`src/sv/esp_pkg.sv`:
```
package esp_pkg;

    localparam int PATTERN_SLOTS = 3;

    // Configuration register map.
    localparam int CFG_REGS      = 3 + PATTERN_SLOTS;
    localparam int CFG_IDX_W     = $clog2(CFG_REGS);
    localparam int CFG_DATA_W    = 24;
    localparam int CFG_MODE      = 0;
    localparam int CFG_COOLANT   = 1;
    localparam int CFG_PEDAL     = 2;
    localparam int CFG_SLOT_BASE = 3;

    // Cut mode codes; any other code covers both event types.
    localparam logic [1:0] CUT_SPARK = 2'd0;
    localparam logic [1:0] CUT_FUEL  = 2'd1;

    // Event type codes.
    localparam logic OP_SPARK = 1'b0;
    localparam logic OP_FUEL  = 1'b1;

    localparam int THRESH_SCALE = 100;

    localparam int SLOT_IDX_W = (PATTERN_SLOTS > 1) ? $clog2(PATTERN_SLOTS) : 1;

    // Remainder unit: 32-bit dividend, 8-bit divisor, two quotient bits per cycle.
    localparam int DIV_W         = 32;
    localparam int REM_W         = 8;
    localparam int BITS_PER_STEP = 2;
    localparam int MOD_STEPS     = DIV_W / BITS_PER_STEP;
    localparam int MOD_CNT_W     = $clog2(MOD_STEPS);

    typedef struct packed {
        logic              operation;
        logic signed [15:0] coolant_temp;
        logic [13:0]       pedal_position;
    } esp_in_t;

    typedef struct packed {
        logic skip;
        logic engaged;
        logic coolant_too_low;
        logic pedal_too_high;
    } esp_out_t;

    typedef struct packed {
        logic [7:0] offset;
        logic [7:0] adder;
        logic [7:0] period;
    } esp_slot_t;

    typedef struct packed {
        logic                            enable;
        logic                            coolant_en;
        logic                            pedal_en;
        logic [1:0]                      cut_sel;
        logic signed [15:0]              coolant_scaled;
        logic [13:0]                     pedal_scaled;
        esp_slot_t [PATTERN_SLOTS-1:0]   slots;
    } esp_cfg_t;

    typedef struct packed {
        logic             start;
        logic [DIV_W-1:0] dividend;
        logic [REM_W-1:0] divisor;
    } esp_mod_req_t;

    typedef struct packed {
        logic             busy;
        logic             done;
        logic [REM_W-1:0] remainder;
    } esp_mod_rsp_t;

    typedef enum logic [1:0] {
        ST_IDLE,
        ST_SLOT,
        ST_WAIT,
        ST_DONE
    } esp_state_t;

    // One restoring step: shift one dividend bit into the partial remainder.
    function automatic logic [REM_W-1:0] esp_rem_step(
        input logic [REM_W-1:0] rem,
        input logic             bit_in,
        input logic [REM_W-1:0] divisor
    );
        logic [REM_W:0] t;
        t = {rem, bit_in};
        if (t >= {1'b0, divisor}) begin
            t = t - {1'b0, divisor};
        end
        return t[REM_W-1:0];
    endfunction

endpackage

```
`src/sv/esp_cfg_regs.sv`:
```
module esp_cfg_regs
    import esp_pkg::*;
(
    input  logic                  aclk,
    input  logic                  aresetn,
    input  logic                  cfg_we,
    input  logic [CFG_IDX_W-1:0]  cfg_index,
    input  logic [CFG_DATA_W-1:0] cfg_wdata,
    output esp_cfg_t              cfg
);

    logic [4:0]                    mode_reg, mode_next;
    logic signed [15:0]            coolant_reg, coolant_next;
    logic [13:0]                   pedal_reg, pedal_next;
    esp_slot_t [PATTERN_SLOTS-1:0] slots_reg, slots_next;
    logic [8:0]                    coolant_raw;

    assign coolant_raw = cfg_wdata[8:0];

    // Thresholds are held already scaled to hundredths.
    always_comb begin
        mode_next    = mode_reg;
        coolant_next = coolant_reg;
        pedal_next   = pedal_reg;
        slots_next   = slots_reg;
        if (cfg_we) begin
            if (cfg_index == CFG_IDX_W'(CFG_MODE)) begin
                mode_next = cfg_wdata[4:0];
            end
            if (cfg_index == CFG_IDX_W'(CFG_COOLANT)) begin
                coolant_next = 16'({{7{coolant_raw[8]}}, coolant_raw} * 16'(THRESH_SCALE));
            end
            if (cfg_index == CFG_IDX_W'(CFG_PEDAL)) begin
                pedal_next = 14'(14'(cfg_wdata[6:0]) * 14'(THRESH_SCALE));
            end
            for (int i = 0; i < PATTERN_SLOTS; i++) begin
                if (cfg_index == CFG_IDX_W'(CFG_SLOT_BASE + i)) begin
                    slots_next[i] = cfg_wdata;
                end
            end
        end
    end

    always_ff @(posedge aclk) begin
        if (!aresetn) begin
            mode_reg    <= '0;
            coolant_reg <= '0;
            pedal_reg   <= '0;
            slots_reg   <= '0;
        end else begin
            mode_reg    <= mode_next;
            coolant_reg <= coolant_next;
            pedal_reg   <= pedal_next;
            slots_reg   <= slots_next;
        end
    end

    assign cfg.enable         = mode_reg[0];
    assign cfg.coolant_en     = mode_reg[1];
    assign cfg.pedal_en       = mode_reg[2];
    assign cfg.cut_sel        = mode_reg[4:3];
    assign cfg.coolant_scaled = coolant_reg;
    assign cfg.pedal_scaled   = pedal_reg;
    assign cfg.slots          = slots_reg;

endmodule

```
`src/sv/esp_mod_unit.sv`:
```
module esp_mod_unit
    import esp_pkg::*;
(
    input  logic         aclk,
    input  logic         aresetn,
    input  esp_mod_req_t req,
    output esp_mod_rsp_t rsp
);

    logic                 busy_reg, busy_next;
    logic                 done_reg, done_next;
    logic [MOD_CNT_W-1:0] cnt_reg, cnt_next;
    logic [DIV_W-1:0]     shift_reg, shift_next;
    logic [REM_W-1:0]     rem_reg, rem_next;
    logic [REM_W-1:0]     divisor_reg, divisor_next;
    logic [REM_W-1:0]     rem_mid;

    assign rem_mid = esp_rem_step(rem_reg, shift_reg[DIV_W-1], divisor_reg);

    always_comb begin
        busy_next    = busy_reg;
        done_next    = 1'b0;
        cnt_next     = cnt_reg;
        shift_next   = shift_reg;
        rem_next     = rem_reg;
        divisor_next = divisor_reg;
        if (req.start) begin
            busy_next    = 1'b1;
            cnt_next     = '0;
            shift_next   = req.dividend;
            rem_next     = '0;
            divisor_next = req.divisor;
        end else if (busy_reg) begin
            rem_next   = esp_rem_step(rem_mid, shift_reg[DIV_W-2], divisor_reg);
            shift_next = shift_reg << BITS_PER_STEP;
            cnt_next   = cnt_reg + 1'b1;
            if (cnt_reg == MOD_CNT_W'(MOD_STEPS - 1)) begin
                busy_next = 1'b0;
                done_next = 1'b1;
            end
        end
    end

    always_ff @(posedge aclk) begin
        if (!aresetn) begin
            busy_reg <= 1'b0;
            done_reg <= 1'b0;
            cnt_reg  <= '0;
        end else begin
            busy_reg <= busy_next;
            done_reg <= done_next;
            cnt_reg  <= cnt_next;
        end
        shift_reg   <= shift_next;
        rem_reg     <= rem_next;
        divisor_reg <= divisor_next;
    end

    assign rsp.busy      = busy_reg;
    assign rsp.done      = done_reg;
    assign rsp.remainder = rem_reg;

endmodule

```
`src/sv/event_skip_pattern_gate_unit.sv`:
```
// When the cut does not engage, an accepted word goes from IDLE through DONE to m_valid; when it
// engages, the block visits SLOT and WAIT for each pattern slot with a nonzero period and SLOT
// alone for each zero slot. s_ready returns in the same cycle that the result is loaded, so
// a new word is taken only once the last one is through; the shared 2-bit-per-cycle remainder unit
// sets the pace, and a result held back by m_ready stalls the block until it is taken.
// aresetn is synchronous and active low; it clears both counters, the configuration and m_valid.
module event_skip_pattern_gate_unit
    import esp_pkg::*;
(
    input  logic                  aclk,
    input  logic                  aresetn,
    input  logic                  s_valid,
    output logic                  s_ready,
    input  esp_in_t               s_data,
    output logic                  m_valid,
    input  logic                  m_ready,
    output esp_out_t              m_data,
    input  logic                  cfg_we,
    input  logic [CFG_IDX_W-1:0]  cfg_index,
    input  logic [CFG_DATA_W-1:0] cfg_wdata
);

    esp_cfg_t     cfg;
    esp_mod_req_t mod_req;
    esp_mod_rsp_t mod_rsp;

    esp_state_t            state_reg, state_next;
    logic [DIV_W-1:0]      spark_count_reg, spark_count_next;
    logic [DIV_W-1:0]      fuel_count_reg, fuel_count_next;
    logic [DIV_W-1:0]      count_reg, count_next;
    logic [SLOT_IDX_W-1:0] slot_idx_reg, slot_idx_next;
    logic                  skip_reg, skip_next;
    logic                  engaged_reg, engaged_next;
    logic                  too_low_reg, too_low_next;
    logic                  too_high_reg, too_high_next;
    logic                  m_valid_reg, m_valid_next;
    esp_out_t              m_data_reg, m_data_next;

    logic      accept;
    logic      covered;
    logic      active;
    logic      coolant_ok;
    logic      pedal_ok;
    logic      coolant_eng;
    esp_slot_t cur_slot;
    logic      last_slot;
    logic      fires;

    esp_cfg_regs u_cfg (
        .aclk      (aclk),
        .aresetn   (aresetn),
        .cfg_we    (cfg_we),
        .cfg_index (cfg_index),
        .cfg_wdata (cfg_wdata),
        .cfg       (cfg)
    );

    esp_mod_unit u_mod (
        .aclk    (aclk),
        .aresetn (aresetn),
        .req     (mod_req),
        .rsp     (mod_rsp)
    );

    assign s_ready = (state_reg == ST_IDLE);
    assign accept  = s_valid && s_ready;

    // Gate decision on the incoming word.
    assign covered     = (s_data.operation == OP_SPARK) ? (cfg.cut_sel != CUT_FUEL)
                                                        : (cfg.cut_sel != CUT_SPARK);
    assign active      = covered && cfg.enable;
    assign coolant_ok  = s_data.coolant_temp > cfg.coolant_scaled;
    assign pedal_ok    = s_data.pedal_position <= cfg.pedal_scaled;
    assign coolant_eng = active && cfg.coolant_en && coolant_ok;

    assign cur_slot  = cfg.slots[slot_idx_reg];
    assign last_slot = (slot_idx_reg == SLOT_IDX_W'(PATTERN_SLOTS - 1));
    assign fires     = ({1'b0, mod_rsp.remainder} + {1'b0, cur_slot.adder})
                       >= {1'b0, cur_slot.period};

    always_comb begin
        state_next       = state_reg;
        spark_count_next = spark_count_reg;
        fuel_count_next  = fuel_count_reg;
        count_next       = count_reg;
        slot_idx_next    = slot_idx_reg;
        skip_next        = skip_reg;
        engaged_next     = engaged_reg;
        too_low_next     = too_low_reg;
        too_high_next    = too_high_reg;
        m_valid_next     = m_valid_reg;
        m_data_next      = m_data_reg;
        mod_req.start    = 1'b0;
        mod_req.dividend = count_reg + DIV_W'(cur_slot.offset);
        mod_req.divisor  = cur_slot.period;

        if (m_valid_reg && m_ready) begin
            m_valid_next = 1'b0;
        end

        case (state_reg)
            ST_IDLE: begin
                if (accept) begin
                    if (s_data.operation == OP_SPARK) begin
                        count_next       = spark_count_reg;
                        spark_count_next = spark_count_reg + 1'b1;
                    end else begin
                        count_next      = fuel_count_reg;
                        fuel_count_next = fuel_count_reg + 1'b1;
                    end
                    engaged_next  = coolant_eng || (active && cfg.pedal_en && pedal_ok);
                    too_low_next  = active && cfg.coolant_en && !coolant_ok;
                    too_high_next = active && !coolant_eng && cfg.pedal_en && !pedal_ok;
                    skip_next     = 1'b0;
                    slot_idx_next = '0;
                    state_next    = (coolant_eng || (active && cfg.pedal_en && pedal_ok))
                                    ? ST_SLOT : ST_DONE;
                end
            end
            ST_SLOT: begin
                // A slot with zero period never fires and needs no division.
                if (cur_slot.period == '0) begin
                    if (last_slot) begin
                        state_next = ST_DONE;
                    end else begin
                        slot_idx_next = slot_idx_reg + 1'b1;
                    end
                end else begin
                    mod_req.start = 1'b1;
                    state_next    = ST_WAIT;
                end
            end
            ST_WAIT: begin
                if (mod_rsp.done) begin
                    skip_next = skip_reg || fires;
                    if (last_slot) begin
                        state_next = ST_DONE;
                    end else begin
                        slot_idx_next = slot_idx_reg + 1'b1;
                        state_next    = ST_SLOT;
                    end
                end
            end
            ST_DONE: begin
                if (!m_valid_reg || m_ready) begin
                    m_valid_next                = 1'b1;
                    m_data_next.skip            = skip_reg;
                    m_data_next.engaged         = engaged_reg;
                    m_data_next.coolant_too_low = too_low_reg;
                    m_data_next.pedal_too_high  = too_high_reg;
                    state_next                  = ST_IDLE;
                end
            end
            default: begin
                state_next = ST_IDLE;
            end
        endcase
    end

    always_ff @(posedge aclk) begin
        if (!aresetn) begin
            state_reg       <= ST_IDLE;
            spark_count_reg <= '0;
            fuel_count_reg  <= '0;
            m_valid_reg     <= 1'b0;
        end else begin
            state_reg       <= state_next;
            spark_count_reg <= spark_count_next;
            fuel_count_reg  <= fuel_count_next;
            m_valid_reg     <= m_valid_next;
        end
        count_reg    <= count_next;
        slot_idx_reg <= slot_idx_next;
        skip_reg     <= skip_next;
        engaged_reg  <= engaged_next;
        too_low_reg  <= too_low_next;
        too_high_reg <= too_high_next;
        m_data_reg   <= m_data_next;
    end

    assign m_valid = m_valid_reg;
    assign m_data  = m_data_reg;

    // A word can only be skipped when the cut engaged.
    a_skip_needs_engage: assert property (@(posedge aclk) disable iff (!aresetn)
        m_valid |-> (m_data.engaged || !m_data.skip))
        else $error("skip reported without engagement");

    // Pedal is not examined once coolant has engaged the cut.
    a_engage_excl_pedal: assert property (@(posedge aclk) disable iff (!aresetn)
        m_valid |-> !(m_data.engaged && m_data.pedal_too_high))
        else $error("engaged and pedal_too_high both set");

    // A spark word advances the spark counter by exactly one and leaves the fuel counter.
    a_spark_count: assert property (@(posedge aclk) disable iff (!aresetn)
        (accept && s_data.operation == OP_SPARK) |=>
            (spark_count_reg == $past(spark_count_reg) + 1'b1) && $stable(fuel_count_reg))
        else $error("spark counter did not advance correctly");

    // The remainder unit is never restarted while a division is in flight.
    a_mod_no_restart: assert property (@(posedge aclk) disable iff (!aresetn)
        mod_req.start |-> !mod_rsp.busy)
        else $error("remainder unit restarted while busy");

endmodule

```
`config.mk`:
```
export PLATFORM = sky130hd
export DESIGN_NAME = event_skip_pattern_gate_unit
export DESIGN_NICKNAME = d
export VERILOG_FILES = /design/src/sv/esp_pkg.sv /design/src/sv/esp_cfg_regs.sv /design/src/sv/esp_mod_unit.sv /design/src/sv/event_skip_pattern_gate_unit.sv
export SDC_FILE = /design/constraint.sdc
export NUM_CORES = 1
export LEC_CHECK = 0
export ABC_AREA = 1
export BUFFER_PORTS_ARGS = -buffer_cell sky130_fd_sc_hd__buf_2
export CORE_ASPECT_RATIO = 1.2
export CORE_MARGIN = 3
export CORE_UTILIZATION = 60
export DETAILED_ROUTE_END_ITERATION = 6
export PLACE_DENSITY = 0.78
export SLEW_MARGIN = 30
export SYNTH_ARGS = -nofsm -noshare
export SYNTH_HDL_FRONTEND = slang
export SYNTH_HIERARCHICAL = 1
export SYNTH_SLANG_ARGS = --single-unit
```
`constraint.sdc`:
```
create_clock -name aclk -period 3.9 [get_ports aclk]
set_clock_uncertainty 0.05 [all_clocks]
set_input_delay 0.975 -clock aclk [delete_from_list [all_inputs] [get_ports aclk]]
set_output_delay 0.975 -clock aclk [all_outputs]
set_load 0.01 [all_outputs]
```
==> metrics.txt, run 1 <==
status completed; Area Overhead vs Synth 10.1%; IO buf count 68; Top Layer Used met4; vias roughly 14,000; initial antenna violation count 1; I/O pin total 69; Setup crit start kind register; CTS tree yes; grt total ovfl 0; Worst-path clk slew roughly 0.060 ns; total core area roughly 26,000 sq um; final core occ about two thirds; critical path type reg -> reg; Root Buffer clkbuf_16; CP max FO 24; Met3 Wirelength 1.92 mm; Leak ~8 nW; Hold/Removal Path Class reg -> reg; Period minus WS final approximately 3.6 ns; post-route ant nets 0; Syn Area/Cell 7.50 sq um; Die Span Y between 150 and 200 um; Critical Path Sink Type register; RSZ-0062 raised after global routing false; Critical Path RT between 4 and 5 ns; met2 WL between 15 and 20 mm; final-stage net count around 2,400; Sink Count approximately 270; CTS Hold Buffers Added 0; worst-skew pair later-pin latency between 0.5 and 0.6 ns; Setup TNS 0 ns; DRT met1 WL between 15 and 20 mm; total iterations of the first detailed-routing run 6; pwr dens roughly 650 nW/um^2; routed len/inst between 10 and 15 um; Via density approximately 5.4; RD Place Congestion 0.939; worst path arrival time approximately 4 ns; Initial Utilization 61.7%; relative max-transition margin a little over two fifths; area of the mapped netlist 16,000 sq um; actual slew at the worst max-slew pin between 0.8 and 0.9 ns; first-pass GRT wire length 61.6 mm; filler instances between 2,000 and 2,500; CTS buffer count 27; Final Cycle Share ~93%; final hold vios 0; DIE AREA between 20,000 and 30,000 sq um; final setup violation count 0; YS warnings 6; layout cell share with drive strength beyond 1 9.84%; max FFs per register 72; 1st-iter DRT viols approximately 1,300; drt drc 0; maximum clock insertion buffer count 3; die width between 150 and 200 um; achievable clock frequency 277 MHz; VDD IR max about 480 uV; slack of the worst reg-to-reg path 0.29 ns; Max Cap Viol 0; Slew Viols, Final 0; H-tree levels 1; pin count of the biggest net entering global routing 88; dpl hpwl around 28 mm; vias in the first global route about 13,000; gr usage total 25.8%; Total Wirelength 37.3 mm; Mapped Cells about 2,100; Placement Rows 64
## what timing repair did
item                       in CTS  in global routing
gates resized for setup         0                  0
buffers inserted                0                  1
setup endpoints to repair       0                  1
## metrics by stage
stage	setup slack (ns)	std cells	hold WS, ns	cell area [sq um]	total power, W
6_report	0.287	2536	0.366	17600	0.0114
2_1_floorplan	0.384	2132	0.350	16000	0.00733
5_1_grt	0.0541	2536	0.375	17600	0.0122
3_5_place_dp	0.238	2485	0.359	16500	0.00846
3_3_place_gp	0.282	2485	0.353	16500	0.00829
4_1_cts	0.262	2534	0.375	17600	0.0114
## worst max-delay path: stages (launching register included)
cell and delay (ns):
edfxtp_1 0.38, buf_4 0.28, o21ai_0 0.12, o21ai_0 0.18, ha_1 0.19, inv_1 0.05, fa_1 0.39, o21ai_0 0.28
a21oi_1 0.11, o21ai_0 0.31, xor2_1 0.13, ha_1 0.31, nand2_1 0.07, o311ai_0 0.39, a31oi_1 0.08, a21oi_1 0.16
## layout by cell type (no fill, tap or decap), drive strengths merged
cell,count
a21oi,116
clkinvlp,5
o311ai,1
o21ai,204
o21ba,2
nand3b,3
o21a,7
nand3,91
nor3b,6
or2,8
o211ai,1
dfxtp,184
a41oi,1
inv,309
ha,115
a32oi,2
conb,4
fa,13
nor4,10
nand2,462
buf,87
clkbuf,32
a211oi,1
nor2,291
nand4,31
a311oi,1
diode,1
and3,5
a31oi,2
bufinv,7
edfxtp,82
clkinv,6
o21bai,2
xor2,47
xnor2,27
nor3,36
o22ai,1
a221oi,3
## path summary, 6_finish.rpt
kind,from,endpoint,depth (start not counted)
worst max-delay path,slot_idx_reg[0]$_SDFFCE_PN0P_,skip_reg$_SDFFCE_PN0P_,15
worst min-delay path,engaged_reg$_DFFE_PP_,m_data[2]$_DFFE_PP_,0
worst max register to register,slot_idx_reg[0]$_SDFFCE_PN0P_,skip_reg$_SDFFCE_PN0P_,15
worst min register to register,engaged_reg$_DFFE_PP_,m_data[2]$_DFFE_PP_,0
## report_power, final
part,internal [W],switching (W)
Combinational,0.00170,0.00307
Clock,0.00181,0.00112
Sequential,0.00346,0.000248
Total,0.00697,0.00445
## metal layers
metal	track usage, %	vias to the layer above
li1	-	6970
met1	32.9	6210
met2	44.7	405
met3	2.72	95
met4	10.4	0
met5	0	-
## final cells by class
class	count	area, sq um	area share [%]
Tap cell	330	413	2.35
Sequential cell	266	6150	35.0
Antenna cell	1	2.50	0.0142
Clock inverter	17	278	1.58
Timing Repair Buffer	87	495	2.82
Clock buffer	32	736	4.19
Multi-Input combinational cell	1493	8330	47.4
Inverter	310	1170	6.66
(Power assumes the default switching activity.)
==> run 2: changes to the inputs <==
--- a/config.mk
+++ b/config.mk
@@ -7,11 +7,10 @@
 export LEC_CHECK = 0
 export ABC_AREA = 1
 export BUFFER_PORTS_ARGS = -buffer_cell sky130_fd_sc_hd__buf_2
-export CORE_ASPECT_RATIO = 1.2
 export CORE_MARGIN = 3
 export CORE_UTILIZATION = 60
 export DETAILED_ROUTE_END_ITERATION = 6
-export PLACE_DENSITY = 0.78
+export PLACE_DENSITY = 0.8
 export SLEW_MARGIN = 30
 export SYNTH_ARGS = -nofsm -noshare
 export SYNTH_HDL_FRONTEND = slang
==> constraint.sdc (replaced) <==
create_clock -name aclk -period 3.7 [get_ports aclk]
set_clock_uncertainty 0.05 [all_clocks]
set_input_delay 0.925 -clock aclk [delete_from_list [all_inputs] [get_ports aclk]]
set_output_delay 0.925 -clock aclk [all_outputs]
set_load 0.01 [all_outputs]
==> metrics.txt, run 2 (synthesis gave the netlist of run 1 again) <==
DIE AREA 28,600 sq um (about the same); switching power total 0.00467 W (was 0.00445 W); sequential power share 32.3% (was 32.5%); placed cells 2,496 (was 2,485); area occupied by multi-input gates 8340 sq um (was 8330 sq um); Total Wirelength 37.3 mm (about the same); Comb pwr share 41.5% (was 41.8%); worst-skew pair later-pin latency 0.55 ns (was 0.54 ns); H-tree levels 1 (unchanged); Slew Viols, Final 0 (unchanged); Setup crit start kind register (unchanged); slowest cell on the critical path a32oi_1 (was fa_1); Critical Path RT 3.94 ns (was 4.25 ns); pwr dens 685 nW/um^2 (was 650 nW/um^2); layout cell share with drive strength beyond 1 10.3% (was 9.84%); Placement Rows 59 (was 64); pre-CTS setup slack 0.111 ns (was 0.238 ns); total iterations of the first detailed-routing run 6 (unchanged); Worst-path clk slew 0.06 ns (about the same); filler instances 2,122 (was 2,143); first-pass GRT wire length 62.3 mm (was 61.6 mm); final setup violation count 0 (unchanged); initial antenna violation count 0 (was 1); PnR worst setup slack 0.234 ns (was 0.287 ns); post-route ant nets 0 (unchanged); cell family with most CP delay simple AND/OR/NAND/NOR gates (was compound AO/OA/AOI/OAI gates); pin count of the biggest net entering global routing 86 (was 88); CP max FO 24 (unchanged); post-CTS setup buffers 0 (unchanged); CTS buffer count 29 (was 27); IO buf count 68 (unchanged); Die Span Y 169 um (was 185 um); Final Cycle Share 93.7% (was 92.6%); maximum clock insertion buffer count 3 (unchanged); worst path arrival time 3.71 ns (was 3.96 ns); Sink Count 266 (unchanged); routed len/inst 14.6 um (was 14.7 um); fin cells 2,549 (was 2,536); Worst path max stage delay 0.51 ns (was 0.39 ns); Period minus WS final 3.47 ns (was 3.61 ns); CP most frequent cell nand2_1 (was o21ai_0); status completed (unchanged); Hold/Removal Path Class reg -> reg (unchanged); dpl hpwl 27.5 mm (was 27.7 mm); RSZ-0062 raised after global routing false (unchanged); final hold vios 0 (unchanged); 1st-iter DRT viols 1,061 (was 1,256); most frequent cells in the layout nand2_1, inv_1, nor2_1, o21ai_0, dfxtp_1 (unchanged); critical path type reg -> reg (unchanged); vias in the first global route 13,300 (was 13,200); RD Place Congestion 0.899 (was 0.939); achievable clock frequency 288 MHz (was 277 MHz); commonest non-fill, non-tap cell in the layout nand2_1 (unchanged); grt total ovfl 0 (unchanged); gr usage total 25.9% (was 25.8%); actual slew at the worst max-slew pin 0.870 ns (was 0.852 ns); antenna cell count 0 (was 1); Max Cap Viol 0 (unchanged); FF+latch area 6150 sq um (unchanged); relative max-transition margin 41.9% (was 43.1%); worst path cell trace buf_4 > or2_2 > a32oi_1 > inv_1 > ha_1 > nand3_1 > nand2_1 > a21oi_1 > o21ai_2 > nand2_1 > nor3_2 > nand3_1 > xnor2_1 > nand2_1 > nand2_1 (was buf_4 > o21ai_0 > o21ai_0 > ha_1 > inv_1 > fa_1 > o21ai_0 > a21oi_1 > o21ai_0 > xor2_1 > ha_1 > nand2_1 > o311ai_0 > a31oi_1 > a21oi_1); Overall Power 0.0121 W (was 0.0114 W); power share of the clock group 26.1% (was 25.7%); vias 13,900 (was 13,700); max FFs per register 72 (unchanged); switching share of power 38.6% (was 38.9%); Setup TNS 0 ns (unchanged); Via density 5.45 (was 5.39); CP bufs+invs 2 (unchanged); Initial Utilization 61.1% (was 61.7%); Critical Path Sink Type register (unchanged); Int Pwr 0.00743 W (was 0.00697 W); total core area 26,100 sq um (was 25,900 sq um); final core occ 67.6% (was 67.9%); final-stage net count 2,383 (was 2,376); Area Overhead vs Synth 10.7% (was 10.1%); Leak 7.88 nW (was 7.82 nW); CTS Hold Buffers Added 0 (unchanged); die width 169 um (was 155 um); I/O pin total 69 (unchanged); VDD IR max 413 uV (was 476 uV); slack of the worst reg-to-reg path 0.23 ns (was 0.29 ns); CTS tree yes (unchanged); Root Buffer clkbuf_16 (unchanged); drt drc 0 (unchanged)
## run 2: changes by cell type in the layout (fill, tap and decap cells not counted), sizes merged
cell / change
bufinv: -1
clkinvlp: -2
clkbuf: +3
buf: +5
inv: +1
clkinv: +3
diode: -1
## run 2: power by group through the flow
| stage | Combinational (W) | Sequential, W | Clock [W] |
|---|---|---|---|
| after CTS | 0.00497 | 0.00391 | 0.00319 |
| final | 0.00502 | 0.00391 | 0.00316 |
| after detailed placement | 0.00495 | 0.00397 | 0 |
| after floorplan | 0.00385 | 0.00388 | 0 |
| after global routing | 0.00570 | 0.00396 | 0.00331 |
| after global placement | 0.00477 | 0.00395 | 0 |
## run 2: stage by stage
step	area, sq um	hold slack [ns]
2_1_floorplan	16000	0.350
3_3_place_gp	16600	0.354
3_5_place_dp	16600	0.356
4_1_cts	17700	0.370
5_1_grt	17700	0.376
6_report	17700	0.370
## run 2: worst paths after layout
path / from / to / depth (start not counted)
max: slot_idx_reg[0]$_SDFFCE_PN0P_ / u_mod/shift_reg[27]$_DFFE_PP_ / 15
min: too_low_reg$_DFFE_PP_ / m_data[1]$_DFFE_PP_ / 0
max reg2reg: slot_idx_reg[0]$_SDFFCE_PN0P_ / u_mod/shift_reg[27]$_DFFE_PP_ / 15
min reg2reg: too_low_reg$_DFFE_PP_ / m_data[1]$_DFFE_PP_ / 0
## run 2: metal layers
layer / global-route usage (%) / up-vias / routed length (um)
li1: - / 6996 / -
met1: 34.6 / 6397 / 16800
met2: 44.4 / 419 / 17400
met3: 2.90 / 82 / 1990
met4: 8.11 / 0 / 1120
met5: 0 / - / 0
## run 2: area by class of cell
| cell class | count | share of cell area [%] |
|---|---|---|
| Multi-Input combinational cell | 1493 | 47.2 |
| Sequential cell | 266 | 34.8 |
| Inverter | 310 | 6.64 |
| Clock buffer | 35 | 4.53 |
| Timing Repair Buffer | 92 | 3.02 |
| Tap cell | 335 | 2.37 |
| Clock inverter | 18 | 1.44 |
## run 2: timing repair
action                                  CTS  global route
hold endpoints to repair                  0             0
endpoints found under the setup margin    0             1
gates resized for setup                   0             4
==> run 3: changes to the inputs <==
--- a/config.mk
+++ b/config.mk
@@ -7,10 +7,12 @@
 export LEC_CHECK = 0
 export ABC_AREA = 1
 export BUFFER_PORTS_ARGS = -buffer_cell sky130_fd_sc_hd__buf_2
+export CELL_PAD_IN_SITES_DETAIL_PLACEMENT = 1
+export CELL_PAD_IN_SITES_GLOBAL_PLACEMENT = 2
 export CORE_MARGIN = 3
-export CORE_UTILIZATION = 60
+export CORE_UTILIZATION = 37
 export DETAILED_ROUTE_END_ITERATION = 6
-export PLACE_DENSITY = 0.8
+export PLACE_DENSITY = 0.83
 export SLEW_MARGIN = 30
 export SYNTH_ARGS = -nofsm -noshare
 export SYNTH_HDL_FRONTEND = slang
==> metrics.txt, run 3 (synthesis gave the netlist of run 1 again) <==
status completed (unchanged); slack of the worst reg-to-reg path 0.27 ns (was 0.23 ns); Worst Hold Path Cells 0 (unchanged); Setup crit start kind register (unchanged); CTS buffer count 35 (was 29); layout cell share with drive strength beyond 1 10.9% (was 10.3%); Hold/Removal Path Class reg -> reg (unchanged); Critical Path Sink Type register (unchanged); routed len/inst 16.0 um (was 14.6 um); maximum clock insertion buffer count 3 (unchanged); FF-to-FF Start u_mod/shift_reg[31]$_DFFE_PP_ (was slot_idx_reg[0]$_SDFFCE_PN0P_); Worst-path clk slew 0.06 ns (about the same); DIE AREA 45,700 sq um (was 28,600 sq um); final-stage net count 2,402 (was 2,383); post-CTS setup buffers 0 (unchanged); RR Endpoint u_mod/rem_reg[1]$_SDFFE_PP0P_ (was u_mod/shift_reg[27]$_DFFE_PP_); pwr dens 691 nW/um^2 (was 685 nW/um^2); commonest non-fill, non-tap cell in the layout nand2_1 (unchanged); CTS tree yes (unchanged); grt total ovfl 0 (unchanged); actual slew at the worst max-slew pin 0.924 ns (was 0.870 ns); Max Cap Viol 0 (unchanged); Critical Path RT 4.07 ns (was 3.94 ns); max FFs per register 72 (unchanged); Period minus WS final 3.43 ns (was 3.47 ns); Die Span Y 214 um (was 169 um); dpl hpwl 34.3 mm (was 27.5 mm); I/O pin total 69 (unchanged); gr usage total 20.0% (was 25.9%); Hold WS 0.370 ns (about the same); critical path type reg -> reg (unchanged); pin count of the biggest net entering global routing 106 (was 86); reg2reg path depth 19 (was 15); initial antenna violation count 2 (was 0); total iterations of the first detailed-routing run 5 (was 6); RSZ-0062 raised after global routing true (was false); Final Cycle Share 92.6% (was 93.7%); Area Overhead vs Synth 13.5% (was 10.7%); first-pass GRT wire length 73.2 mm (was 62.3 mm); IO buf count 68 (unchanged); worst path arrival time 3.79 ns (was 3.71 ns); total core area 42,300 sq um (was 26,100 sq um); drt drc 0 (unchanged); H-tree levels 2 (was 1); Root Buffer clkbuf_16 (unchanged); CP max FO 9 (was 24); Leak 7.96 nW (was 7.88 nW); antenna cell count 0 (unchanged); Via density 4.88 (was 5.45); relative max-transition margin 38.4% (was 41.9%); Placement Rows 75 (was 59); final hold vios 0 (unchanged); post-route ant nets 0 (unchanged); most frequent cells in the layout nand2_1, inv_1, nor2_1, o21ai_0, dfxtp_1 (unchanged); Total Wirelength 45.1 mm (was 37.3 mm); hold_sp engaged_reg$_DFFE_PP_ (was too_low_reg$_DFFE_PP_); vias in the first global route 14,200 (was 13,300); achievable clock frequency 292 MHz (was 288 MHz); Slew Viols, Final 0 (unchanged); Initial Utilization 37.7% (was 61.1%); WHS Endpoint m_data[2]$_DFFE_PP_ (was m_data[1]$_DFFE_PP_); final core occ 42.8% (was 67.6%); VDD IR max 512 uV (was 413 uV); worst-skew pair later-pin latency 0.54 ns (was 0.55 ns); final setup violation count 0 (unchanged); 1st-iter DRT viols 604 (was 1,061); Sink Count 266 (unchanged); vias 13,700 (was 13,900); RD Place Congestion 0.832 (was 0.899); die width 214 um (was 169 um)
==> run 3: metrics by stage <==
| stage | instance area [sq um] | worst slack (ns) | TNS [ns] | std cells | total power (W) |
|---|---|---|---|---|---|
| after floorplan | 16000 | 0.184 | 0 | 2132 | 0.00773 |
| after global placement | 17000 | 0.147 | 0 | 2751 | 0.00908 |
| after detailed placement | 17000 | 0.107 | 0 | 2751 | 0.00927 |
| after CTS | 18100 | 0.155 | 0 | 2811 | 0.0127 |
| after global routing | 18100 | -0.0392 | -0.0392 | 2811 | 0.0135 |
| final | 18100 | 0.275 | 0 | 2811 | 0.0125 |
==> run 3: timing repair <==
| item | in CTS | in global routing |
|---|---|---|
| hold buffers | 0 | 0 |
| resized for setup | 0 | 4 |
| endpoints found under the hold margin | 0 | 0 |
| setup endpoints to repair | 0 | 4 |
==> run 3: area by class of cell <==
cell class	count	area, sq um
Fill cell	5256	24200
Clock inverter	17	185
Timing Repair Buffer	105	633
Tap cell	577	722
Clock buffer	43	926
Inverter	310	1170
Multi-Input combinational cell	1493	8340
Sequential cell	266	6150
==> run 3: how the worst max path moves through the flow <==
stage / from / end / slack, ns / cells after the start
final: u_mod/shift_reg[31]$_DFFE_PP_ / u_mod/rem_reg[1]$_SDFFE_PP0P_ / 0.27 / 19
after global routing: slot_idx_reg[0]$_SDFFCE_PN0P_ / skip_reg$_SDFFCE_PN0P_ / -0.04 / 18
after CTS: slot_idx_reg[0]$_SDFFCE_PN0P_ / skip_reg$_SDFFCE_PN0P_ / 0.16 / 18
after detailed placement: cfg_wdata[4] / u_cfg/coolant_reg[13]$_SDFFE_PN0P_ / 0.11 / 15
after global placement: cfg_wdata[4] / u_cfg/coolant_reg[13]$_SDFFE_PN0P_ / 0.15 / 15
after floorplan: slot_idx_reg[0]$_SDFFCE_PN0P_ / u_mod/shift_reg[26]$_DFFE_PP_ / 0.18 / 22
==> run 3: critical path: stages, from the launching register on <==
cell and delay [ns]:
edfxtp_1 0.43, inv_1 0.08, ha_1 0.14, inv_1 0.08, fa_1 0.43, inv_1 0.09
nor2_1 0.06, nor2_1 0.12, xor2_1 0.21, nand2_2 0.08, o21ai_2 0.08, inv_1 0.07
ha_1 0.37, nand2_1 0.11, o211ai_1 0.33, nand2_4 0.18, nand3_4 0.19, nand2_1 0.07
nand3_1 0.08, o21ai_1 0.08
==> run 3: layer usage <==
metal	vias up	global-route usage, %	share of wire, %
met3	61	3.25	3.1
met5	-	0	0.053
met4	4	4.67	2.0
met1	6491	26.8	48
li1	7014	-	-
met2	148	34.2	47
==> run 3: report_power, final <==
group          leakage, nW  internal (W)  switching [W]  total, W
Sequential            2.28       0.00365       0.000257   0.00391
Combinational         5.16       0.00188        0.00340   0.00528
Clock                0.526       0.00200        0.00133   0.00333
Total                 7.96       0.00753        0.00498    0.0125
